`config.mk`:
```
export PLATFORM = sky130hd
export DESIGN_NAME = fuzzy_sugeno_inference_top
export DESIGN_NICKNAME = d
export VERILOG_FILES = /design/src/rtl/core/fsi_pkg.sv /design/src/rtl/core/fuzzy_sugeno_inference_top.sv
export SDC_FILE = /design/constraint.sdc
export NUM_CORES = 2
export LEC_CHECK = 0
export BUFFER_PORTS_ARGS = -buffer_cell sky130_fd_sc_hd__buf_2
export CAP_MARGIN = 10
export CORE_MARGIN = 10
export CORE_UTILIZATION = 58
export CTS_CLUSTER_DIAMETER = 120
export DETAILED_ROUTE_END_ITERATION = 8
export PLACE_DENSITY = 0.88
export RECOVER_POWER = 25
export SLEW_MARGIN = 20
export SYNTH_ARGS = -nofsm -noshare
export SYNTH_HDL_FRONTEND = slang
export SYNTH_SLANG_ARGS = --single-unit
```
`constraint.sdc`:
```
create_clock -name clk -period 9.3 [get_ports clk]
set_input_delay 0.465 -clock clk [delete_from_list [all_inputs] [get_ports clk]]
set_output_delay 0.465 -clock clk [all_outputs]
set_load 0.02 [all_outputs]
```
`src/rtl/core/fsi_pkg.sv`:
```
// ----------------------------------------------------------------------------
// fsi_pkg
// Shared types, constants and the grade table generator for the zero-order
// Sugeno fuzzy inference block.
// ----------------------------------------------------------------------------
package fsi_pkg;

  // Default sizing
  localparam int MAX_RULES_DEF  = 14;
  localparam int GRADE_FRAC_DEF = 16;

  // Gaussian width: mu(d) = exp(-d*d / (GAUSS_SCALE * SIGMA * SIGMA))
  localparam int SIGMA       = 30;
  localparam int GAUSS_SCALE = 2;
  localparam int GAUSS_DIV   = GAUSS_SCALE * SIGMA * SIGMA;

  // Grade table depth, indexed by |d|
  localparam int TAB_DEPTH = 256;
  localparam int TAB_IDX_W = 8;

  // Configuration port
  localparam int CFG_INDEX_W = 3;
  localparam int CFG_DATA_W  = 50;
  localparam int COUNT_W     = 4;
  localparam logic [CFG_INDEX_W-1:0] REG_RULE_COUNT = 3'd0;
  localparam logic [CFG_INDEX_W-1:0] REG_PAIR_BASE  = 3'd1;

  // Rule word layout
  localparam int RULE_W     = 25;
  localparam int RULE_CE_LO = 0;
  localparam int RULE_OP    = 8;
  localparam int RULE_CD_LO = 9;
  localparam int RULE_Z_LO  = 17;

  // Quotient width of the Q8.8 result magnitude
  localparam int QBITS = 16;

  typedef enum logic [2:0] {
    ST_IDLE,
    ST_GRADE_E,
    ST_GRADE_D,
    ST_ACCUM,
    ST_PREP,
    ST_DIVIDE,
    ST_FINISH
  } fsi_state_t;

  // Unsigned 64-bit floor quotient by shift and subtract
  function automatic longint unsigned div_u64(longint unsigned dividend,
                                              longint unsigned divisor);
    longint unsigned quot;
    longint unsigned part;
    quot = '0;
    part = '0;
    for (int b = 63; b >= 0; b--) begin
      part = {part[62:0], dividend[b]};
      if (part >= divisor) begin
        part    = part - divisor;
        quot[b] = 1'b1;
      end
    end
    return quot;
  endfunction

  // exp(-t) in Q2.30 by a Taylor series through the t^24 term, clamped at zero
  function automatic longint unsigned exp_neg_q30(longint unsigned t);
    longint unsigned term;
    longint          sum;
    term = 64'd1 << 30;
    sum  = 64'sd1 << 30;
    for (longint unsigned i = 1; i <= 24; i++) begin
      term = div_u64((term * t) >> 30, i);
      if (i[0]) begin
        sum = sum - longint'(term);
      end else begin
        sum = sum + longint'(term);
      end
    end
    if (sum < 0) begin
      sum = 0;
    end
    return longint'(sum);
  endfunction

  // One grade table entry in Q0.frac, rounded and saturated
  function automatic logic [31:0] grade_entry(int d, int frac);
    longint unsigned k;
    longint unsigned n;
    longint unsigned r;
    longint unsigned v;
    longint unsigned e1;
    longint unsigned g;
    longint unsigned lim;
    k   = longint'(d) * longint'(d);
    n   = div_u64(k, 64'(GAUSS_DIV));
    r   = k - n * 64'(GAUSS_DIV);
    e1  = exp_neg_q30(64'd1 << 30);
    v   = exp_neg_q30(div_u64(r << 30, 64'(GAUSS_DIV)));
    lim = (64'd1 << frac) - 64'd1;
    while (n > 0 && v != 0) begin
      v = (v * e1) >> 30;
      n = n - 1;
    end
    g = ((v << frac) + (64'd1 << 29)) >> 30;
    if (g > lim) begin
      g = lim;
    end
    return g[31:0];
  endfunction

endpackage

```
`src/rtl/core/fuzzy_sugeno_inference_top.sv`:
```
// ----------------------------------------------------------------------------
// fuzzy_sugeno_inference_top
// Zero-order Sugeno fuzzy controller: grades error and error change against
// each active rule with a Gaussian table, combines by min or max, and gives
// the strength-weighted average of the rule outputs in signed Q8.8.
// ----------------------------------------------------------------------------
//  channel   direction  fields (low bit first)
//  s_axis    in         tdata: error_value[7:0], error_change[15:8]
//  m_axis    out        tdata: drive_value[15:0]; tuser: no_match[0]
//  cfg       in         cfg_index selects rule_count (0) or rule_pair_0..6
//
//  Each word steps through the error grade, change grade and accumulate
//  states once per active rule, through the shared grade lookup and
//  multiply-accumulate, then through the bit-serial divider.
//  With zero total strength the divider is skipped, and with no active
//  rules the word goes straight to the result.
//  Input is accepted only when idle; a finished result waits in the output
//  register, and the next word is taken while it waits.
//  rst is synchronous and clears control state and the rule registers.
// ----------------------------------------------------------------------------
module fuzzy_sugeno_inference_top #(
  parameter int MAX_RULES       = fsi_pkg::MAX_RULES_DEF,
  parameter int GRADE_FRAC_BITS = fsi_pkg::GRADE_FRAC_DEF
) (
  input  logic                           clk,
  input  logic                           rst,
  // input stream
  input  logic                           s_axis_tvalid,
  output logic                           s_axis_tready,
  input  logic [15:0]                    s_axis_tdata,   // error_value, error_change
  // output stream
  output logic                           m_axis_tvalid,
  input  logic                           m_axis_tready,
  output logic [15:0]                    m_axis_tdata,   // drive_value
  output logic [0:0]                     m_axis_tuser,   // no_match
  // configuration
  input  logic                           cfg_we,
  input  logic [fsi_pkg::CFG_INDEX_W-1:0] cfg_index,
  input  logic [fsi_pkg::CFG_DATA_W-1:0]  cfg_data
);
  import fsi_pkg::*;

  localparam int GW      = GRADE_FRAC_BITS;
  localparam int PAIRS   = (MAX_RULES + 1) / 2;
  localparam int PAIR_W  = (PAIRS > 1) ? $clog2(PAIRS) : 1;
  localparam int RIDX_W  = $clog2(MAX_RULES + 1);
  localparam int PROD_W  = GW + 9;
  localparam int NUM_W   = GW + 13;
  localparam int DEN_W   = GW + 4;
  localparam int R_W     = NUM_W + 8;
  localparam int QCNT_W  = $clog2(QBITS);

  // Grade table, computed at elaboration
  logic [GW-1:0] grade_rom [TAB_DEPTH];
  for (genvar g = 0; g < TAB_DEPTH; g++) begin : g_tab
    localparam logic [31:0] ENTRY = grade_entry(g, GRADE_FRAC_BITS);
    assign grade_rom[g] = ENTRY[GW-1:0];
  end

  // Configuration registers
  logic [COUNT_W-1:0]    rule_count;
  logic [CFG_DATA_W-1:0] rule_pair [PAIRS];
  logic [CFG_INDEX_W-1:0] pair_wsel;

  assign pair_wsel = cfg_index - REG_PAIR_BASE;

  always_ff @(posedge clk) begin
    if (rst) begin
      rule_count <= '0;
      for (int p = 0; p < PAIRS; p++) begin
        rule_pair[p] <= '0;
      end
    end else if (cfg_we) begin
      if (cfg_index == REG_RULE_COUNT) begin
        rule_count <= cfg_data[COUNT_W-1:0];
      end else if (32'(pair_wsel) < PAIRS) begin
        rule_pair[PAIR_W'(pair_wsel)] <= cfg_data;
      end
    end
  end

  // Active rule count, clamped to the rule storage
  logic [RIDX_W-1:0] n_rules;
  assign n_rules = (rule_count > COUNT_W'(MAX_RULES)) ? RIDX_W'(MAX_RULES)
                                                      : RIDX_W'(rule_count);

  // State and datapath registers
  fsi_state_t              state, state_next;
  logic [RIDX_W-1:0]       ridx;
  logic signed [7:0]       err;
  logic signed [7:0]       derr;
  logic [GW-1:0]           ge;
  logic [GW-1:0]           alpha;
  logic signed [7:0]       zval;
  logic signed [NUM_W-1:0] num;
  logic [DEN_W-1:0]        den;
  logic [R_W-1:0]          rem;
  logic [R_W-1:0]          dsh;
  logic [QBITS-1:0]        quo;
  logic [QCNT_W-1:0]       qcnt;
  logic                    neg;

  // Control decode
  logic use_delta;
  logic load_out;
  logic last_rule;

  assign last_rule = (RIDX_W'(ridx + 1'b1) == n_rules);

  // Current rule fields
  logic [CFG_DATA_W-1:0] pair_word;
  logic [RULE_W-1:0]     rule_word;
  logic signed [7:0]     rule_ce;
  logic signed [7:0]     rule_cd;
  logic signed [7:0]     rule_z;
  logic                  rule_or;

  assign pair_word = rule_pair[PAIR_W'(ridx >> 1)];
  assign rule_word = ridx[0] ? pair_word[2*RULE_W-1:RULE_W] : pair_word[RULE_W-1:0];
  assign rule_ce   = rule_word[RULE_CE_LO +: 8];
  assign rule_cd   = rule_word[RULE_CD_LO +: 8];
  assign rule_z    = rule_word[RULE_Z_LO +: 8];
  assign rule_or   = rule_word[RULE_OP];

  // Shared grade unit: |x - c| into the table
  logic signed [7:0] g_x;
  logic signed [7:0] g_c;
  logic signed [8:0] g_diff;
  logic [8:0]        g_abs;
  logic [GW-1:0]     g_cur;
  logic [GW-1:0]     g_comb;

  assign g_x    = use_delta ? derr : err;
  assign g_c    = use_delta ? rule_cd : rule_ce;
  assign g_diff = 9'({g_x[7], g_x}) - 9'({g_c[7], g_c});
  assign g_abs  = g_diff[8] ? 9'(-g_diff) : 9'(g_diff);
  assign g_cur  = grade_rom[g_abs[TAB_IDX_W-1:0]];
  assign g_comb = rule_or ? ((ge > g_cur) ? ge : g_cur)
                          : ((ge < g_cur) ? ge : g_cur);

  // Multiply-accumulate operand
  logic signed [PROD_W-1:0] prod;
  assign prod = $signed({1'b0, alpha}) * zval;

  // Divider step and result shaping
  logic [NUM_W-1:0]  num_mag;
  logic              rem_ge;
  logic [QBITS-1:0]  drive;
  logic [QBITS:0]    quo_neg;

  assign num_mag = num[NUM_W-1] ? NUM_W'(-num) : NUM_W'(num);
  assign rem_ge  = (rem >= dsh);
  assign quo_neg = (QBITS+1)'(-{1'b0, quo});
  assign drive   = neg ? quo_neg[QBITS-1:0]
                       : (quo[QBITS-1] ? {1'b0, {(QBITS-1){1'b1}}} : quo);

  // Next state
  always_comb begin
    state_next = state;
    case (state)
      ST_IDLE: begin
        if (s_axis_tvalid) begin
          state_next = (n_rules == '0) ? ST_FINISH : ST_GRADE_E;
        end
      end
      ST_GRADE_E: state_next = ST_GRADE_D;
      ST_GRADE_D: state_next = ST_ACCUM;
      ST_ACCUM:   state_next = last_rule ? ST_PREP : ST_GRADE_E;
      ST_PREP:    state_next = (den == '0) ? ST_FINISH : ST_DIVIDE;
      ST_DIVIDE: begin
        if (qcnt == QCNT_W'(QBITS - 1)) begin
          state_next = ST_FINISH;
        end
      end
      ST_FINISH: begin
        if (!m_axis_tvalid || m_axis_tready) begin
          state_next = ST_IDLE;
        end
      end
      default: state_next = ST_IDLE;
    endcase
  end

  // Control outputs
  always_comb begin
    s_axis_tready = 1'b0;
    use_delta     = 1'b0;
    load_out      = 1'b0;
    case (state)
      ST_IDLE:    s_axis_tready = 1'b1;
      ST_GRADE_D: use_delta     = 1'b1;
      ST_FINISH:  load_out      = !m_axis_tvalid || m_axis_tready;
      default: begin
        s_axis_tready = 1'b0;
      end
    endcase
  end

  always_ff @(posedge clk) begin
    if (rst) begin
      state <= ST_IDLE;
    end else begin
      state <= state_next;
    end
  end

  // Datapath
  always_ff @(posedge clk) begin
    case (state)
      ST_IDLE: begin
        err  <= s_axis_tdata[7:0];
        derr <= s_axis_tdata[15:8];
        ridx <= '0;
        num  <= '0;
        den  <= '0;
      end
      // grade the error against the rule's error center
      ST_GRADE_E: ge <= g_cur;
      // grade the change and combine into the rule strength
      ST_GRADE_D: begin
        alpha <= g_comb;
        zval  <= rule_z;
      end
      // accumulate weighted output and total strength
      ST_ACCUM: begin
        num  <= num + NUM_W'(prod);
        den  <= den + DEN_W'(alpha);
        ridx <= RIDX_W'(ridx + 1'b1);
      end
      // load the divider with |num|*256 and den aligned to the top quotient bit
      ST_PREP: begin
        rem  <= R_W'({num_mag, 8'b0});
        dsh  <= R_W'({den, {(QBITS-1){1'b0}}});
        quo  <= '0;
        qcnt <= '0;
        neg  <= num[NUM_W-1];
      end
      // one restoring quotient bit per cycle
      ST_DIVIDE: begin
        if (rem_ge) begin
          rem <= rem - dsh;
        end
        quo  <= {quo[QBITS-2:0], rem_ge};
        dsh  <= dsh >> 1;
        qcnt <= QCNT_W'(qcnt + 1'b1);
      end
      default: begin
        ridx <= ridx;
      end
    endcase
  end

  // Output register
  always_ff @(posedge clk) begin
    if (rst) begin
      m_axis_tvalid <= 1'b0;
    end else if (load_out) begin
      m_axis_tvalid <= 1'b1;
    end else if (m_axis_tready) begin
      m_axis_tvalid <= 1'b0;
    end
  end

  always_ff @(posedge clk) begin
    if (load_out) begin
      m_axis_tdata    <= (den == '0) ? '0 : drive;
      m_axis_tuser[0] <= (den == '0);
    end
  end

  // Checks
  a_nomatch_zero: assert property (@(posedge clk) disable iff (rst)
    m_axis_tvalid && m_axis_tuser[0] |-> m_axis_tdata == '0)
    else $error("no_match result with nonzero drive");

  a_div_done: assert property (@(posedge clk) disable iff (rst)
    state == ST_FINISH && den != '0 |-> rem < R_W'(den))
    else $error("divider remainder not below divisor");

  a_ridx_range: assert property (@(posedge clk) disable iff (rst)
    state == ST_GRADE_E |-> ridx < n_rules)
    else $error("rule index past active rule count");

  a_accept_busy: assert property (@(posedge clk) disable iff (rst)
    s_axis_tvalid && s_axis_tready |=> state != ST_IDLE)
    else $error("accepted word left block idle");

endmodule

```
==> run_results.csv <==
group,metric,value,unit
timing,worst_pin_slew,3.657,ns
detailed_routing,num_vias,28820,
worst_hold_path,min_from,"s_axis_tdata[10]",
detailed_routing,vias_per_cell,6.578,
timing,fin_crit_sh,94.68,%
place,portBuffers,92,
critical_path,timing.reg2reg.setup_slack,0.49,ns
critical_path,endpoint_kind,"register",
outcome,violations,"max-capacitance violations, max-slew violations",
detailed_routing,drcViolationCount,0,
finish,fin_nets,3834,
critical_path,critPathKind,"register to register",
timing,maxSlewHeadroom,-143.8,%
critical_path,worstSetupStartpointType,"register",
detailed_routing,dr.pass1.iters,6,
cts,cts_made_buffers,66,
finish,fin_cells,4382,
global_route,grt_busiest_layer,"met2",
cts,cts-root-buf,"clkbuf_16",
worst_hold_path,worstHoldPathCells,1,
floorplan,start_util,58.54,%
timing,slew_viol_final,206,
synthesis,syn_avg_cell_area,11.23,µm²
floorplan,die-area,75670,µm²
detailed_routing,ant_nets,0,
synthesis,synth_cells,3359,
timing,skew,0.04962,ns
synthesis,ys_seq_area_share,48.51,%
cts,clk_latency,0.63,ns
floorplan,core_area,64460,µm²
global_route,grtUsageMet1,34.06,%
floorplan,boundaryPins,93,
global_route,antenna_found_initial,1,
place,globalplace.congestion,1.070,
critical_path,cp.arrival,9.14,ns
timing,fin_tns_setup,0,ns
finish,mostFrequentLayoutCell,"edfxtp_1",
synthesis,yosysWarnings,0,
synthesis,synth_cell_type_count,105,
global_route,grt_pass1_wl,167300,µm
cts,htreeDepth,3,
cts,clock-sinks,630,
finish,utilization,64.56,%
timing,fmax,0.1136,GHz
critical_path,critPathMaxFanout,63,
synthesis,ys_ff_latch,630,
floorplan,die_h,275.1,µm
global_route,track_usage,28.32,%
timing,hold_violations,0,
finish,final_cell_mix,"edfxtp_1, nor2_1, inv_1, nand2_1, ha_1",
detailed_routing,finalWirelength,107800,µm
synthesis,ys.flop_type,"edfxtp_1",
finish,layout-drive-gt1-share,12.82,%
global_route,grt_start_max_net_pins,97,
finish,area_delta_synth_final,10.29,%
worst_hold_path,hold_class,"input pin to register",
finish,antenna_cells,0,
timing,grt_setup_unrepaired,"no",
cts,tritoncts,"yes",
critical_path,slowest_delay,0.72,ns
critical_path,rr_endpoint,"alpha[5]$_DFFE_PP_",
floorplan,fp-row-count,93,
place,dp.cells,4257,
cts,cts_buffer_depth,3,
floorplan,die_w,275.1,µm
detailed_routing,wl_per_cell,24.59,µm
global_route,grtUsageMet3,5.592,%
synthesis,syn-cell-area,37740,µm²
global_route,grt_pass1_vias,29870,
synthesis,synth_edf_count,569,
critical_path,ff2ff_path_depth,28,
timing,setup_viol,0,
critical_path,cp_slowest_cell,"dfxtp_4",
flow_run,drv_cap,6,
place,dp_hpwl,68080,µm
timing,fin_crit,8.806,ns
synthesis,async_reset_ff_share,0,%
outcome,outcome,"finished, violations left",
critical_path,cp.required,9.63,ns
cts,cts.clk_slew.worst_paths,0.06,ns
worst_hold_path,min_delay_worst_endpoint,"derr[2]$_DFFE_PP_",
global_route,met2_usage,47.36,%
global_route,grt_overflow,0,
finish,nFillCells,4516,
detailed_routing,drtIter0Drc,3764,
-- cell usage after synthesis, types with 7 or more instances --
cell	count	area, µm²
inv_1	272	1021
o22ai_1	16	100.1
o31ai_1	13	97.59
a31oi_1	27	168.9
nor3b_1	8	60.06
xor2_1	36	315.3
fa_1	111	2222
edfxtp_1	569	17090
a21o_1	45	337.8
nand2_1	240	900.9
buf_2	25	125.1
and3_1	28	175.2
dfxtp_1	61	1221
buf_1	17	63.81
a21oi_1	168	840.8
nand3_1	51	255.2
or3_1	26	162.7
o311ai_0	9	78.83
mux4_2	125	2815
nor2_1	507	1903
nor3_1	41	205.2
nor4_1	17	106.4
o21ai_0	145	725.7
xnor2_1	63	551.8
a22oi_1	9	67.56
a311oi_1	17	148.9
a211oi_1	25	187.7
o21ai_1	14	70.07
or4_1	7	52.55
nand4_1	19	118.9
nand2b_1	35	219.0
clkbuf_1	126	473.0
ha_1	174	2177
o221ai_1	9	78.83
and2_1	65	406.6
mux2_2	18	202.7
a221oi_1	10	87.58
mux2i_1	23	230.2
o211ai_1	19	142.6
o21a_1	16	120.1
o21bai_1	7	52.55
nor2b_1	13	81.33
-- metrics by stage --
stage	worst slack [ns]	hold slack [ns]	area, µm²
floorplan	0.5183	0.4480	37920
global placement	0.6374	0.4632	39490
detailed placement	0.5372	0.4752	39490
CTS	0.3283	0.0005649	41650
global route	0.1145	0.008365	41620
finish	0.4944	0.01324	41620
-- registers in the layout (all words and copies together) (netlist names), 16 cells and up, named ones only --
name and count:
rule_pair 400, rem 37, dsh 35, num 29, den 20, alpha 16, ge 16, m_axis_tdata 16
quo 16
-- kinds of logic (layout without fill, tap and decap cells) --
family	count (synthesis)	count (layout)	synth area share, %
mux	168	168	8.707
fa+ha+maj	285	285	11.66
buf+inv	452	571	4.698
compound gates	636	636	11.05
other cells	1	50	0.009937
xor+xnor	101	101	2.384
flops	630	630	48.51
simple gates	1086	1086	12.98
-- worst max path at each step --
stage               startpoint                   to  slack, ns  cells after the start
floorplan             register  alpha[10]$_DFFE_PP_       0.52                     30
global placement      register   alpha[5]$_DFFE_PP_       0.64                     29
detailed placement    register   alpha[5]$_DFFE_PP_       0.54                     29
CTS                   register   alpha[5]$_DFFE_PP_       0.33                     29
global route          register   alpha[5]$_DFFE_PP_       0.11                     29
finish                register   alpha[5]$_DFFE_PP_       0.49                     28
-- worst max-delay path: cells and delay by family (launching register included) --
kind / cells / cell delay, ns
buffers and inverters: 5 / 1.08
adders and majority gates: 3 / 0.81
muxes: 5 / 2.02
AOI/OAI and AO/OA: 13 / 3.03
DFF: 1 / 0.72
and+or+nand+nor: 2 / 0.77
-- final cells by class --
cell class                      instances  area (µm²)  share of cell area, %
Tap cell                              855        1070                  2.570
Sequential cell                       630       18320                  44.01
Inverter                              275        1032                  2.480
Clock inverter                         30       361.6                 0.8688
Multi-Input combinational cell       2326       17940                  43.10
Clock buffer                           90        1804                  4.335
Timing Repair Buffer                  176        1099                  2.640
-- per-layer routing --
metal | vias up | part of all wire (%) | routed length [µm]
li1 | 12330 | - | -
met1 | 13920 | 35 | 37740
met2 | 2075 | 49 | 52640
met3 | 496 | 10 | 11080
met4 | 2 | 5.8 | 6286
met5 | - | 0.013 | 14
-- repair_timing --
action / 4_1_cts / 5_1_grt
setup endpoints to repair: 0 / 10
buffers inserted: 0 / 5
resized for setup: 0 / 5
endpoints found under the hold margin: 0 / 0
hold buffers: 0 / 0
Power is not shown: default switching activity piles up to over one toggle a cycle in this logic, so the estimate is an artifact.
